## src/hw/rtl/socm_pkg.sv

```systemverilog
// Shared types, codes and constants of the strip occupancy and coincidence monitor.
package socm_pkg;

  // Geometry of the detector.
  localparam int unsigned N_STATIONS   = 3;
  localparam int unsigned N_MOD_MAX    = 4;
  localparam int unsigned N_OCC_HIST   = 16;

  // Field widths fixed by the interface.
  localparam int unsigned STRIP_W      = 10;
  localparam int unsigned HIST_W       = 4;
  localparam int unsigned AMP_BIN_W    = 8;
  localparam int unsigned RESULT_W     = 32;

  // |amplitude| / 10 as a multiplication by a reciprocal; exact for all 17-bit magnitudes
  // up to 81919, which covers 0 to 32768.
  localparam int unsigned MAG_W        = 17;
  localparam int unsigned RECIP_W      = 16;
  localparam int unsigned PROD_W       = MAG_W + RECIP_W;
  localparam int unsigned AMP_RECIP    = 52429;
  localparam int unsigned AMP_SHIFT    = 19;
  localparam int unsigned QUOT_W       = 12;

  // Depth of the queue between the front and back parts.
  localparam int unsigned QDEPTH       = 2;

  typedef enum logic [1:0] {
    KIND_DIGIT     = 2'd0,
    KIND_EVENT_END = 2'd1,
    KIND_READ      = 2'd2,
    KIND_IDLE      = 2'd3
  } kind_e;

  typedef enum logic [1:0] {
    STATUS_OK       = 2'd0,
    STATUS_DROPPED  = 2'd1,
    STATUS_BAD_ADDR = 2'd2
  } status_e;

  typedef enum logic [2:0] {
    OP_NOP       = 3'd0,
    OP_DIGIT     = 3'd1,
    OP_EVENT_END = 3'd2,
    OP_READ_OCC  = 3'd3,
    OP_READ_AMP  = 3'd4
  } op_e;

  // One classified transaction as it waits between the front and back parts.
  typedef struct packed {
    op_e                  op;
    status_e              status;
    logic [1:0]           station;
    logic [1:0]           mod_sel;
    logic                 side;
    logic [HIST_W-1:0]    hist;
    logic [STRIP_W-1:0]   bin;
    logic [AMP_BIN_W-1:0] abin;
  } item_t;

  // First occupancy histogram of each station.
  function automatic logic [HIST_W-1:0] occ_base(input logic [1:0] station);
    logic [HIST_W-1:0] base;
    case (station)
      2'd0:    base = 4'd0;
      2'd1:    base = 4'd4;
      2'd2:    base = 4'd12;
      default: base = 4'd0;
    endcase
    return base;
  endfunction

endpackage

```

## src/hw/rtl/socm_queue.sv

```systemverilog
// Short queue of classified transactions between the front and back parts.
module socm_queue (
  input  logic             clk_i,
  input  logic             rst_ni,
  input  logic             wr_en_i,
  input  socm_pkg::item_t  wr_item_i,
  output logic             full_o,
  input  logic             rd_en_i,
  output logic             valid_o,
  output socm_pkg::item_t  rd_item_o
);

  localparam int unsigned PTR_W = (socm_pkg::QDEPTH > 1) ? $clog2(socm_pkg::QDEPTH) : 1;
  localparam int unsigned CNT_W = $clog2(socm_pkg::QDEPTH + 1);

  socm_pkg::item_t  entries_q [socm_pkg::QDEPTH];
  logic [PTR_W-1:0] wr_ptr_q, wr_ptr_d;
  logic [PTR_W-1:0] rd_ptr_q, rd_ptr_d;
  logic [CNT_W-1:0] count_q, count_d;

  function automatic logic [PTR_W-1:0] ptr_next(input logic [PTR_W-1:0] ptr);
    return (ptr == PTR_W'(socm_pkg::QDEPTH - 1)) ? '0 : ptr + PTR_W'(1);
  endfunction

  assign full_o    = (count_q == CNT_W'(socm_pkg::QDEPTH));
  assign valid_o   = (count_q != '0);
  assign rd_item_o = entries_q[rd_ptr_q];

  always_comb begin
    wr_ptr_d = wr_en_i ? ptr_next(wr_ptr_q) : wr_ptr_q;
    rd_ptr_d = rd_en_i ? ptr_next(rd_ptr_q) : rd_ptr_q;
    count_d  = count_q;
    if (wr_en_i && !rd_en_i) begin
      count_d = count_q + CNT_W'(1);
    end else if (!wr_en_i && rd_en_i) begin
      count_d = count_q - CNT_W'(1);
    end
  end

  always_ff @(posedge clk_i or negedge rst_ni) begin
    if (!rst_ni) begin
      wr_ptr_q <= '0;
      rd_ptr_q <= '0;
      count_q  <= '0;
    end else begin
      wr_ptr_q <= wr_ptr_d;
      rd_ptr_q <= rd_ptr_d;
      count_q  <= count_d;
    end
  end

  always_ff @(posedge clk_i) begin
    if (wr_en_i) begin
      entries_q[wr_ptr_q] <= wr_item_i;
    end
  end

endmodule

```

## config.mk

```make
export PLATFORM = sky130hd
export DESIGN_NAME = socm_queue
export DESIGN_NICKNAME = d
export VERILOG_FILES = /design/src/hw/rtl/socm_pkg.sv /design/src/hw/rtl/socm_queue.sv
export SDC_FILE = /design/constraint.sdc
export NUM_CORES = 1
export LEC_CHECK = 0
export BUFFER_PORTS_ARGS = -buffer_cell sky130_fd_sc_hd__buf_2
export CORE_ASPECT_RATIO = 1.75
export CORE_MARGIN = 2
export CORE_UTILIZATION = 56
export CTS_CLUSTER_SIZE = 12
export DETAILED_ROUTE_END_ITERATION = 8
export MAX_ROUTING_LAYER = met4
export PLACE_DENSITY = 0.83
export SYNTH_ARGS = -nofsm -noshare
export SYNTH_HDL_FRONTEND = slang
export SYNTH_SLANG_ARGS = --single-unit
```

## constraint.sdc

```tcl
create_clock -name clk_i -period 5.9 [get_ports clk_i]
set_clock_uncertainty 0.1 [all_clocks]
set_input_delay 0.295 -clock clk_i [delete_from_list [all_inputs] [get_ports clk_i]]
set_output_delay 0.295 -clock clk_i [all_outputs]
set_load 0.01 [all_outputs]
```

==> flow_summary_export.csv <==
group,metric,value,unit
setup_path,critPathRequiredTime,5510,ps
global_routing,grt_first_pass_wirelength,6020,um
setup_path,slowest_delay,1010,ps
cts,clock_path_buffers,2,
logic_synthesis,synth_cell_type_count,14,
logic_synthesis,syn_nets,153,
logic_synthesis,synth_edf_count,64,
cts,cts.sinks,68,
global_routing,grt_max_degree,34,
hold_path,hold_path.class,"in2reg",
timing,setup_ws,3590,ps
cts,cts_tree,"done",
cts,clk_latency,330,ps
global_routing,antenna_found_initial,0,
setup_path,crit_path_start,"rd_ptr_q",
layout,final_nets,231,
drt,vias,1258,
pwr,p_int,1.04,mW
cts,htree_num_levels,3,
pwr,clock_power_share,0.212,
floorplanning,die_area,5320,sq um
layout,stdcell_count,251,
pwr,p_sw,0.422,mW
logic_synthesis,synth_seq_cells,68,
setup_path,cp-start-kind,"flip-flop",
setup_path,crit_path_cell_trace,"mux2_2 > buf_2",
setup_path,reg2reg_slack,4130,ps
floorplanning,initial_utilization,0.573,
pwr,total_power,1.46,mW
layout,drive_gt1_frac,0.603,
drt,routed_wirelength,3980,um
layout,area_delta_synth_final,20.1,%
hold_path,hp-start,"wr_item_i[24]",
drt,ant_nets,0,
floorplanning,die_x,56.0,um
floorplanning,core-area,4620,sq um
logic_synthesis,synth_ff_type,"edfxtp_1",
pwr,combPwrFrac,0.286,
cts,postCtsHoldBufs,1,
logic_synthesis,synth-seq-area-share,0.763,
timing,holdWs,45.9,ps
setup_path,worstPathArrival,1910,ps
timing,fin_crit_sh,0.391,
cts,post_cts_buffers,0,
drt,drc,0,
setup_path,setup.worst_path.end_class,"output port",
place,port_buffers,69,
job,maxCapViolCount,0,
floorplanning,fp-row-count,33,
logic_synthesis,synth_area_per_cell,22.9,sq um
logic_synthesis,synth_cells,116,
logic_synthesis,synthTopCellsByCount,"64 x edfxtp_1, 29 x mux2_4, 4 x dfrtp_1, 4 x xor2_1",
drt,drt_iter0_markers,29,
logic_synthesis,syn_area,2650,sq um
global_routing,grt_pass1_vias,1248,
cts,clk_pin_slew_worst_paths,70,ps
timing,setup_viol,0,
layout,antenna_cells,0,
place,gp_congestion,0.635,
logic_synthesis,async_flop_share,0.0588,
pwr,power_density,459,nW/um^2
drt,via_per_inst,5.01,
floorplanning,boundaryPins,70,
setup_path,critPathSlowestCell,"dfrtp_2",
status,outcome,"finished clean",
setup_path,crit_path_max_fanout,33,
pwr,cellLeakagePower,1.30,nW
drt,first_pass_iters,4,
logic_synthesis,synth_largest_area_cell,"edfxtp_1",
logic_synthesis,post-synth-top-count-cell,"edfxtp_1",
timing,final-max-slew-violation-count,0,
logic_synthesis,yosysWarningCount,0,
floorplanning,die_h,95.0,um
logic_synthesis,yosysTopAreaCellShare,0.725,
cts,cts_resized,0,
cts,cts-root-buf,"clkbuf_8",
timing,hold_viol,0,
place,dp.cells,234,
place,dpl.hpwl,2800,um
timing,fmax,0.434,GHz
setup_path,criticalPathCategory,"reg2out",
timing,timing.final.crit_period,2310,ps
timing,tns,0,ps
timing,slew_headroom,0.350,
global_routing,grt_usage,0.164,
cts,cts_buffers,9,
timing,worst_slew_pin_slew,974,ps
setup_path,crit-reg2reg-launch,"wr_ptr_q",
drt,wl_per_cell,15.8,um
pwr,vdd_drop_max,0.000492,V
logic_synthesis,synthTopCellsByArea,"edfxtp_1 72%, mux2_4 16%, dfrtp_1 3.8%",
pwr,seq_power_share,0.501,
timing,grt_setup_unrepaired,"no",
pwr,switching_share,0.288,
global_routing,gr-total-overflow,0,
place,place_ws,3910,ps
==> cell type report <==
cell class / count / area (sq um)
Inverter: 1 / 3.75
Timing Repair Buffer: 71 / 363
Clock buffer: 9 / 124
Fill cell: 331 / 1440
Multi-Input combinational cell: 43 / 562
Clock inverter: 7 / 43.8
Sequential cell: 68 / 2020
Tap cell: 52 / 65.1
==> cell usage in the layout (no fill, tap or decap), drive strengths merged <==
cell and count:
nor2b 2, mux2 32, clkbuf 9, ha 1
and2 1, clkinvlp 4, clkinv 3, xor2 4
edfxtp 64, dfrtp 4, buf 70, nor2 1
inv 1, dlygate4sd3 1, or2 1, xnor2 1
==> state kept, by name, indices dropped and copies added, names as in the netlist <==
register	count
wr_ptr_q	1
entries_q	64
rd_ptr_q	1
count_q	2
==> path summary, 6_finish.rpt <==
path                               endpoint  cells after the start
min                        entries_q[0][24]                      1
max reg2reg                entries_q[1][14]                      2
min reg2reg                      count_q[1]                      1
max                           rd_item_o[12]                      2
min in group asynchronous          wr_ptr_q                      2
max in group asynchronous          rd_ptr_q                      2
==> stage by stage <==
| step | util | instance area (sq um) |
|---|---|---|
| floorplan | - | 2650 |
| global placement | 0.650 | 3010 |
| detailed placement | 0.650 | 3010 |
| CTS | 0.689 | 3180 |
| global route | 0.689 | 3180 |
| finish | 0.689 | 3180 |
==> worst max-delay path, delay by kind of cell, from the launching register on <==
family	cells	cell delay, ps
buffers and inverters	1	140
DFF	1	1010
muxes	1	430
==> power groups by stage <==
stage	sequential, mW	combinational (mW)	clock (mW)
final	0.734	0.419	0.310
after global routing	0.747	0.448	0.343
after CTS	0.738	0.425	0.318
after detailed placement	0.747	0.425	0
after global placement	0.736	0.415	0
after floorplan	0.679	0.383	0
==> logic make-up (layout without fill, tap and decap cells) <==
logic type	count (synthesis)	after routing	synth area share
XOR/XNOR	5	5	0.0165
adder cells (fa/ha/maj)	1	1	0.00472
buffers and inverters	5	88	0.0283
flip-flops	68	68	0.763
multiplexers	32	32	0.177
AND/OR/NAND/NOR	5	5	0.0109
==> routing by layer <==
metal	vias up	part of all wire	track usage
li1	604	-	-
met1	606	0.36	0.169
met2	39	0.57	0.275
met3	9	0.044	0.0488
met4	0	0.026	0.101
met5	-	0	-
Power figures use the tool's default switching activity.
