[src/hw/rtl/socm_pkg.sv]
// Shared types, codes and constants of the strip occupancy and coincidence monitor.
package socm_pkg;

  // Geometry of the detector.
  localparam int unsigned N_STATIONS   = 3;
  localparam int unsigned N_MOD_MAX    = 4;
  localparam int unsigned N_OCC_HIST   = 16;

  // Field widths fixed by the interface.
  localparam int unsigned STRIP_W      = 10;
  localparam int unsigned HIST_W       = 4;
  localparam int unsigned AMP_BIN_W    = 8;
  localparam int unsigned RESULT_W     = 32;

  // |amplitude| / 10 as a multiplication by a reciprocal; exact for all 17-bit magnitudes
  // up to 81919, which covers 0 to 32768.
  localparam int unsigned MAG_W        = 17;
  localparam int unsigned RECIP_W      = 16;
  localparam int unsigned PROD_W       = MAG_W + RECIP_W;
  localparam int unsigned AMP_RECIP    = 52429;
  localparam int unsigned AMP_SHIFT    = 19;
  localparam int unsigned QUOT_W       = 12;

  // Depth of the queue between the front and back parts.
  localparam int unsigned QDEPTH       = 2;

  typedef enum logic [1:0] {
    KIND_DIGIT     = 2'd0,
    KIND_EVENT_END = 2'd1,
    KIND_READ      = 2'd2,
    KIND_IDLE      = 2'd3
  } kind_e;

  typedef enum logic [1:0] {
    STATUS_OK       = 2'd0,
    STATUS_DROPPED  = 2'd1,
    STATUS_BAD_ADDR = 2'd2
  } status_e;

  typedef enum logic [2:0] {
    OP_NOP       = 3'd0,
    OP_DIGIT     = 3'd1,
    OP_EVENT_END = 3'd2,
    OP_READ_OCC  = 3'd3,
    OP_READ_AMP  = 3'd4
  } op_e;

  // One classified transaction as it waits between the front and back parts.
  typedef struct packed {
    op_e                  op;
    status_e              status;
    logic [1:0]           station;
    logic [1:0]           mod_sel;
    logic                 side;
    logic [HIST_W-1:0]    hist;
    logic [STRIP_W-1:0]   bin;
    logic [AMP_BIN_W-1:0] abin;
  } item_t;

  // First occupancy histogram of each station.
  function automatic logic [HIST_W-1:0] occ_base(input logic [1:0] station);
    logic [HIST_W-1:0] base;
    case (station)
      2'd0:    base = 4'd0;
      2'd1:    base = 4'd4;
      2'd2:    base = 4'd12;
      default: base = 4'd0;
    endcase
    return base;
  endfunction

endpackage

[src/hw/rtl/socm_front.sv]
// Front part: accepts transactions, checks them and works out histogram and bin numbers.
module socm_front #(
  parameter int unsigned STRIP_BINS = 640,
  parameter int unsigned AMP_BINS   = 80
) (
  input  logic                            push,
  output logic                            full,
  input  logic [1:0]                      kind_i,
  input  logic                            good_digit_i,
  input  logic [1:0]                      station_i,
  input  logic [1:0]                      module_req_i,
  input  logic                            side_i,
  input  logic [socm_pkg::STRIP_W-1:0]    strip_i,
  input  logic signed [15:0]              amplitude_i,
  input  logic [4:0]                      read_histogram_i,
  input  logic [socm_pkg::STRIP_W-1:0]    read_bin_i,
  input  logic                            clearing_i,
  input  logic                            q_full_i,
  output logic                            wr_en_o,
  output socm_pkg::item_t                 wr_item_o
);

  logic [socm_pkg::MAG_W-1:0]  amp_ext;
  logic [socm_pkg::MAG_W-1:0]  mag;
  logic [socm_pkg::PROD_W-1:0] prod;
  logic [socm_pkg::QUOT_W-1:0] quot;
  logic                        mod_ok;

  assign full    = q_full_i || clearing_i;
  assign wr_en_o = push && !full;

  // Magnitude of the amplitude; the most negative value gives 32768.
  assign amp_ext = {amplitude_i[15], amplitude_i};
  assign mag     = amp_ext[socm_pkg::MAG_W-1] ? (~amp_ext + socm_pkg::MAG_W'(1)) : amp_ext;
  assign prod    = socm_pkg::PROD_W'(mag) * socm_pkg::PROD_W'(socm_pkg::AMP_RECIP);
  assign quot    = socm_pkg::QUOT_W'(prod >> socm_pkg::AMP_SHIFT);

  always_comb begin
    case (station_i)
      2'd0, 2'd2: mod_ok = (module_req_i inside {[2'd0:2'd1]});
      2'd1:       mod_ok = 1'b1;
      default:    mod_ok = 1'b0;
    endcase
  end

  always_comb begin
    wr_item_o         = '0;
    wr_item_o.op      = socm_pkg::OP_NOP;
    wr_item_o.status  = socm_pkg::STATUS_OK;
    case (kind_i)
      socm_pkg::KIND_DIGIT: begin
        if (good_digit_i) begin
          if (mod_ok) begin
            wr_item_o.op      = socm_pkg::OP_DIGIT;
            wr_item_o.station = station_i;
            wr_item_o.mod_sel = module_req_i;
            wr_item_o.side    = side_i;
            wr_item_o.hist    = socm_pkg::occ_base(station_i)
                                + {1'b0, module_req_i, 1'b0} + socm_pkg::HIST_W'(side_i);
            wr_item_o.bin     = (strip_i >= socm_pkg::STRIP_W'(STRIP_BINS))
                                ? socm_pkg::STRIP_W'(STRIP_BINS) : strip_i;
            wr_item_o.abin    = (quot >= socm_pkg::QUOT_W'(AMP_BINS))
                                ? socm_pkg::AMP_BIN_W'(AMP_BINS) : socm_pkg::AMP_BIN_W'(quot);
          end else begin
            wr_item_o.status  = socm_pkg::STATUS_DROPPED;
          end
        end
      end
      socm_pkg::KIND_EVENT_END: begin
        wr_item_o.op = socm_pkg::OP_EVENT_END;
      end
      socm_pkg::KIND_READ: begin
        if (read_histogram_i < 5'(socm_pkg::N_OCC_HIST)
            && read_bin_i <= socm_pkg::STRIP_W'(STRIP_BINS)) begin
          wr_item_o.op   = socm_pkg::OP_READ_OCC;
          wr_item_o.hist = read_histogram_i[socm_pkg::HIST_W-1:0];
          wr_item_o.bin  = read_bin_i;
        end else if (read_histogram_i inside {[5'd16:5'd18]}
                     && read_bin_i <= socm_pkg::STRIP_W'(AMP_BINS)) begin
          // Histograms 16 to 18 map onto stations 0 to 2 by their low bits.
          wr_item_o.op      = socm_pkg::OP_READ_AMP;
          wr_item_o.station = read_histogram_i[1:0];
          wr_item_o.bin     = read_bin_i;
        end else begin
          wr_item_o.status  = socm_pkg::STATUS_BAD_ADDR;
        end
      end
      default: begin
        wr_item_o.op = socm_pkg::OP_NOP;
      end
    endcase
  end

endmodule

[config.mk]
export PLATFORM = sky130hd
export DESIGN_NAME = socm_front
export DESIGN_NICKNAME = d
export VERILOG_FILES = /design/src/hw/rtl/socm_pkg.sv /design/src/hw/rtl/socm_front.sv
export SDC_FILE = /design/constraint.sdc
export NUM_CORES = 1
export LEC_CHECK = 0
export BUFFER_PORTS_ARGS = -buffer_cell sky130_fd_sc_hd__buf_2
export CORE_ASPECT_RATIO = 0.9
export CORE_MARGIN = 10
export CORE_UTILIZATION = 55
export DETAILED_ROUTE_END_ITERATION = 6
export PLACE_DENSITY_LB_ADDON = 0.08
export REMOVE_ABC_BUFFERS = 1
export SYNTH_ARGS = -nofsm -noshare
export SYNTH_HDL_FRONTEND = slang
export SYNTH_SLANG_ARGS = --single-unit
[constraint.sdc]
create_clock -name vclk -period 33.9
set_input_delay 6.78 -clock vclk [all_inputs]
set_output_delay 6.78 -clock vclk [all_outputs]
set_load 0.02 [all_outputs]
==> summary.md <==
| Metric | Value |
|---|---|
| Outcome | `completed` |
| First-pass detailed-route iteration total | `4` |
| Final GP Congestion | `between 0.9 and 1` |
| Die H | `117.3 um` |
| Die Wd | `128.2 um` |
| Detailed placement HPWL | `roughly 14000 um` |
| CP arrival | `around 14 ns` |
| Cells after Synth | `679` |
| Reg area | `0 um2` |
| Fmax | `around 48 MHz` |
| Worst-path maximum fanout | `7` |
| Startpoint of the worst hold path | `push` |
| Yosys cell types | `64` |
| CP endpoint kind | `output port` |
| Synth top area cells | `fa_1, ha_1, inv_1` |
| Clkbuf count | `0` |
| Final setup vio count | `0` |
| Critical Path Slowest Stage Cell | `or4_1` |
| Synth area leader | `fa_1` |
| Worst EP required | `~27 ns` |
| Global route overflow | `0` |
| DRC | `0` |
| Synth cell count leaders | `inv_1, ha_1, fa_1` |
| Layout Nets | `1023` |
| Fin. Hold Viols | `0` |
| CP Launch Type | `input pin` |
| Vias per inst | `5.498` |
| Sum Neg Setup Slack | `0 ns` |
| Final Max Slew Viols | `0` |
| Setup crit start | `amplitude_i[7]` |
| WL/cell | `about 18 um` |
| Setup CP Type | `input pin to output port` |
| Initial core utilization | `56.51%` |
| Port buffer count | `between 80 and 90` |
| Sequential area share after synthesis | `0%` |
| Most common cell in the netlist | `inv_1` |
| Synthesized area per cell | `8.528 um2` |
| DR top layer | `met4` |
| Core area | `about 0.01 mm2` |
| GRT Util Overall | `20.91%` |
| Global-route wire length before repair | `26410 um` |
| Die area | `0.01504 mm2` |
| Routed Antenna Nets | `0` |
| Tmin final | `20.97 ns` |
| Hold Path Class | `input pin to output port` |
| Routed wl met3 | `1059 um` |
| Area grow syn2layout | `9.918%` |
| Share of post-route cells with drive strength above 1 | `13.52%` |
| Diode count | `0` |
| Max stage delay on crit path | `0.57 ns` |
| Share of the synthesized area in the top cell type | `between 20 and 30%` |
| Resized cells post-CTS | `0` |
| Num ports | `between 80 and 90` |
| Util after Layout | `roughly 62%` |
| Drt total wl | `between 15000 and 20000 um` |
| Cts hold-fix bufs | `0` |
| Synth warn | `0` |
| Relative slew slack | `45.40%` |
| CP dominant cell by count | `inv_1` |
| Post CTS Setup Buffer Count | `0` |
| Vias post-DR | `4899` |
| M1 WL | `7298 um` |
| Setup repair after global routing missed its margin | `no` |
| Largest net degree at the start of global routing | `16` |
| # rows | `35` |
| Initial antenna violation count | `0` |
| Seq Cell Count | `0` |
| Period Utilization, post-route | `61.85%` |
| Max_cap viols | `0` |
| Vias in the first global route | `5404` |
| 1st-iter DRT viols | `333` |
| Least-Margin Pin Slew | `0.8131 ns` |
| Mapped Area | `between 0.005 and 0.006 mm2` |
| Critical Path Sink | `wr_item_o[0]` |
| Met2 WL | `7010 um` |
| Layout filler cell count | `around 940` |
==> cell families (layout without fill, tap and decap cells) <==
family,Yosys count,after routing,synth area share [%]
adders and majority gates,207,207,55.88
buffers and inverters,187,265,12.21
and+or+nand+nor,121,121,11.19
AOI/OAI and AO/OA,117,117,13.59
xor gates and xnor gates,42,42,6.482
muxes,3,3,0.5186
other,2,7,0.1297
==> how the worst min path moves through the flow <==
| stage | slack, ns | cells after the start | end |
|---|---|---|---|
| detailed placement | 13.87 | 3 | wr_item_o[25] |
| finish | 13.87 | 4 | wr_en_o |
| floorplan | 13.64 | 1 | wr_item_o[25] |
| global route | 13.89 | 3 | full |
| global placement | 13.87 | 4 | wr_en_o |
| CTS | 13.87 | 3 | wr_item_o[25] |
==> worst max-delay path, delay by kind of cell <==
family	cells	cell delay [ns]
AND/OR/NAND/NOR	9	2.75
buffers and inverters	7	0.67
AO/OA/AOI/OAI	4	0.74
adder cells (fa/ha/maj)	7	2.96
XOR/XNOR	1	0.28
==> per-stage QoR <==
| step | hold slack (ns) | setup WS, ns | instance area, um2 | instances |
|---|---|---|---|---|
| 6_report | 13.87 | 12.93 | 6365 | 891 |
| 4_1_cts | 13.87 | 12.90 | 6365 | 891 |
| 5_1_grt | 13.89 | 12.22 | 6365 | 891 |
| 3_3_place_gp | 13.87 | 13.10 | 6365 | 891 |
| 3_5_place_dp | 13.87 | 12.92 | 6365 | 891 |
| 2_1_floorplan | 13.64 | 13.50 | 5778 | 677 |
==> final cells by class <==
type	instances	area, um2	share of cell area, %
Tap cell	129	161.4	2.536
Multi-Input combinational cell	497	5102	80.17
Timing Repair Buffer	85	425.4	6.684
Inverter	180	675.6	10.62
==> routing by layer <==
metal,GRT usage (%),vias to the layer above
li1,-,2382
met1,29.58,2353
met2,33.20,147
met3,3.422,17
met4,2.883,0
met5,0,-
==> cell usage in the layout, fill, tap and decap left out, types with 6 or more instances in the layout <==
cell type / instances
xnor2_1: 27
xor2_1: 14
a21oi_1: 33
fa_1: 86
inv_1: 180
o31ai_1: 6
o21ai_0: 23
ha_1: 121
a21o_1: 6
conb_1: 7
and3_1: 10
nand2b_1: 6
nor3_1: 10
a22o_1: 13
nand2_1: 31
nand3_1: 6
buf_2: 85
nor2_1: 25
Power is left out: the tool's default activity adds up to more than one toggle a clock period on the data nets, which glitch-free logic cannot reach.
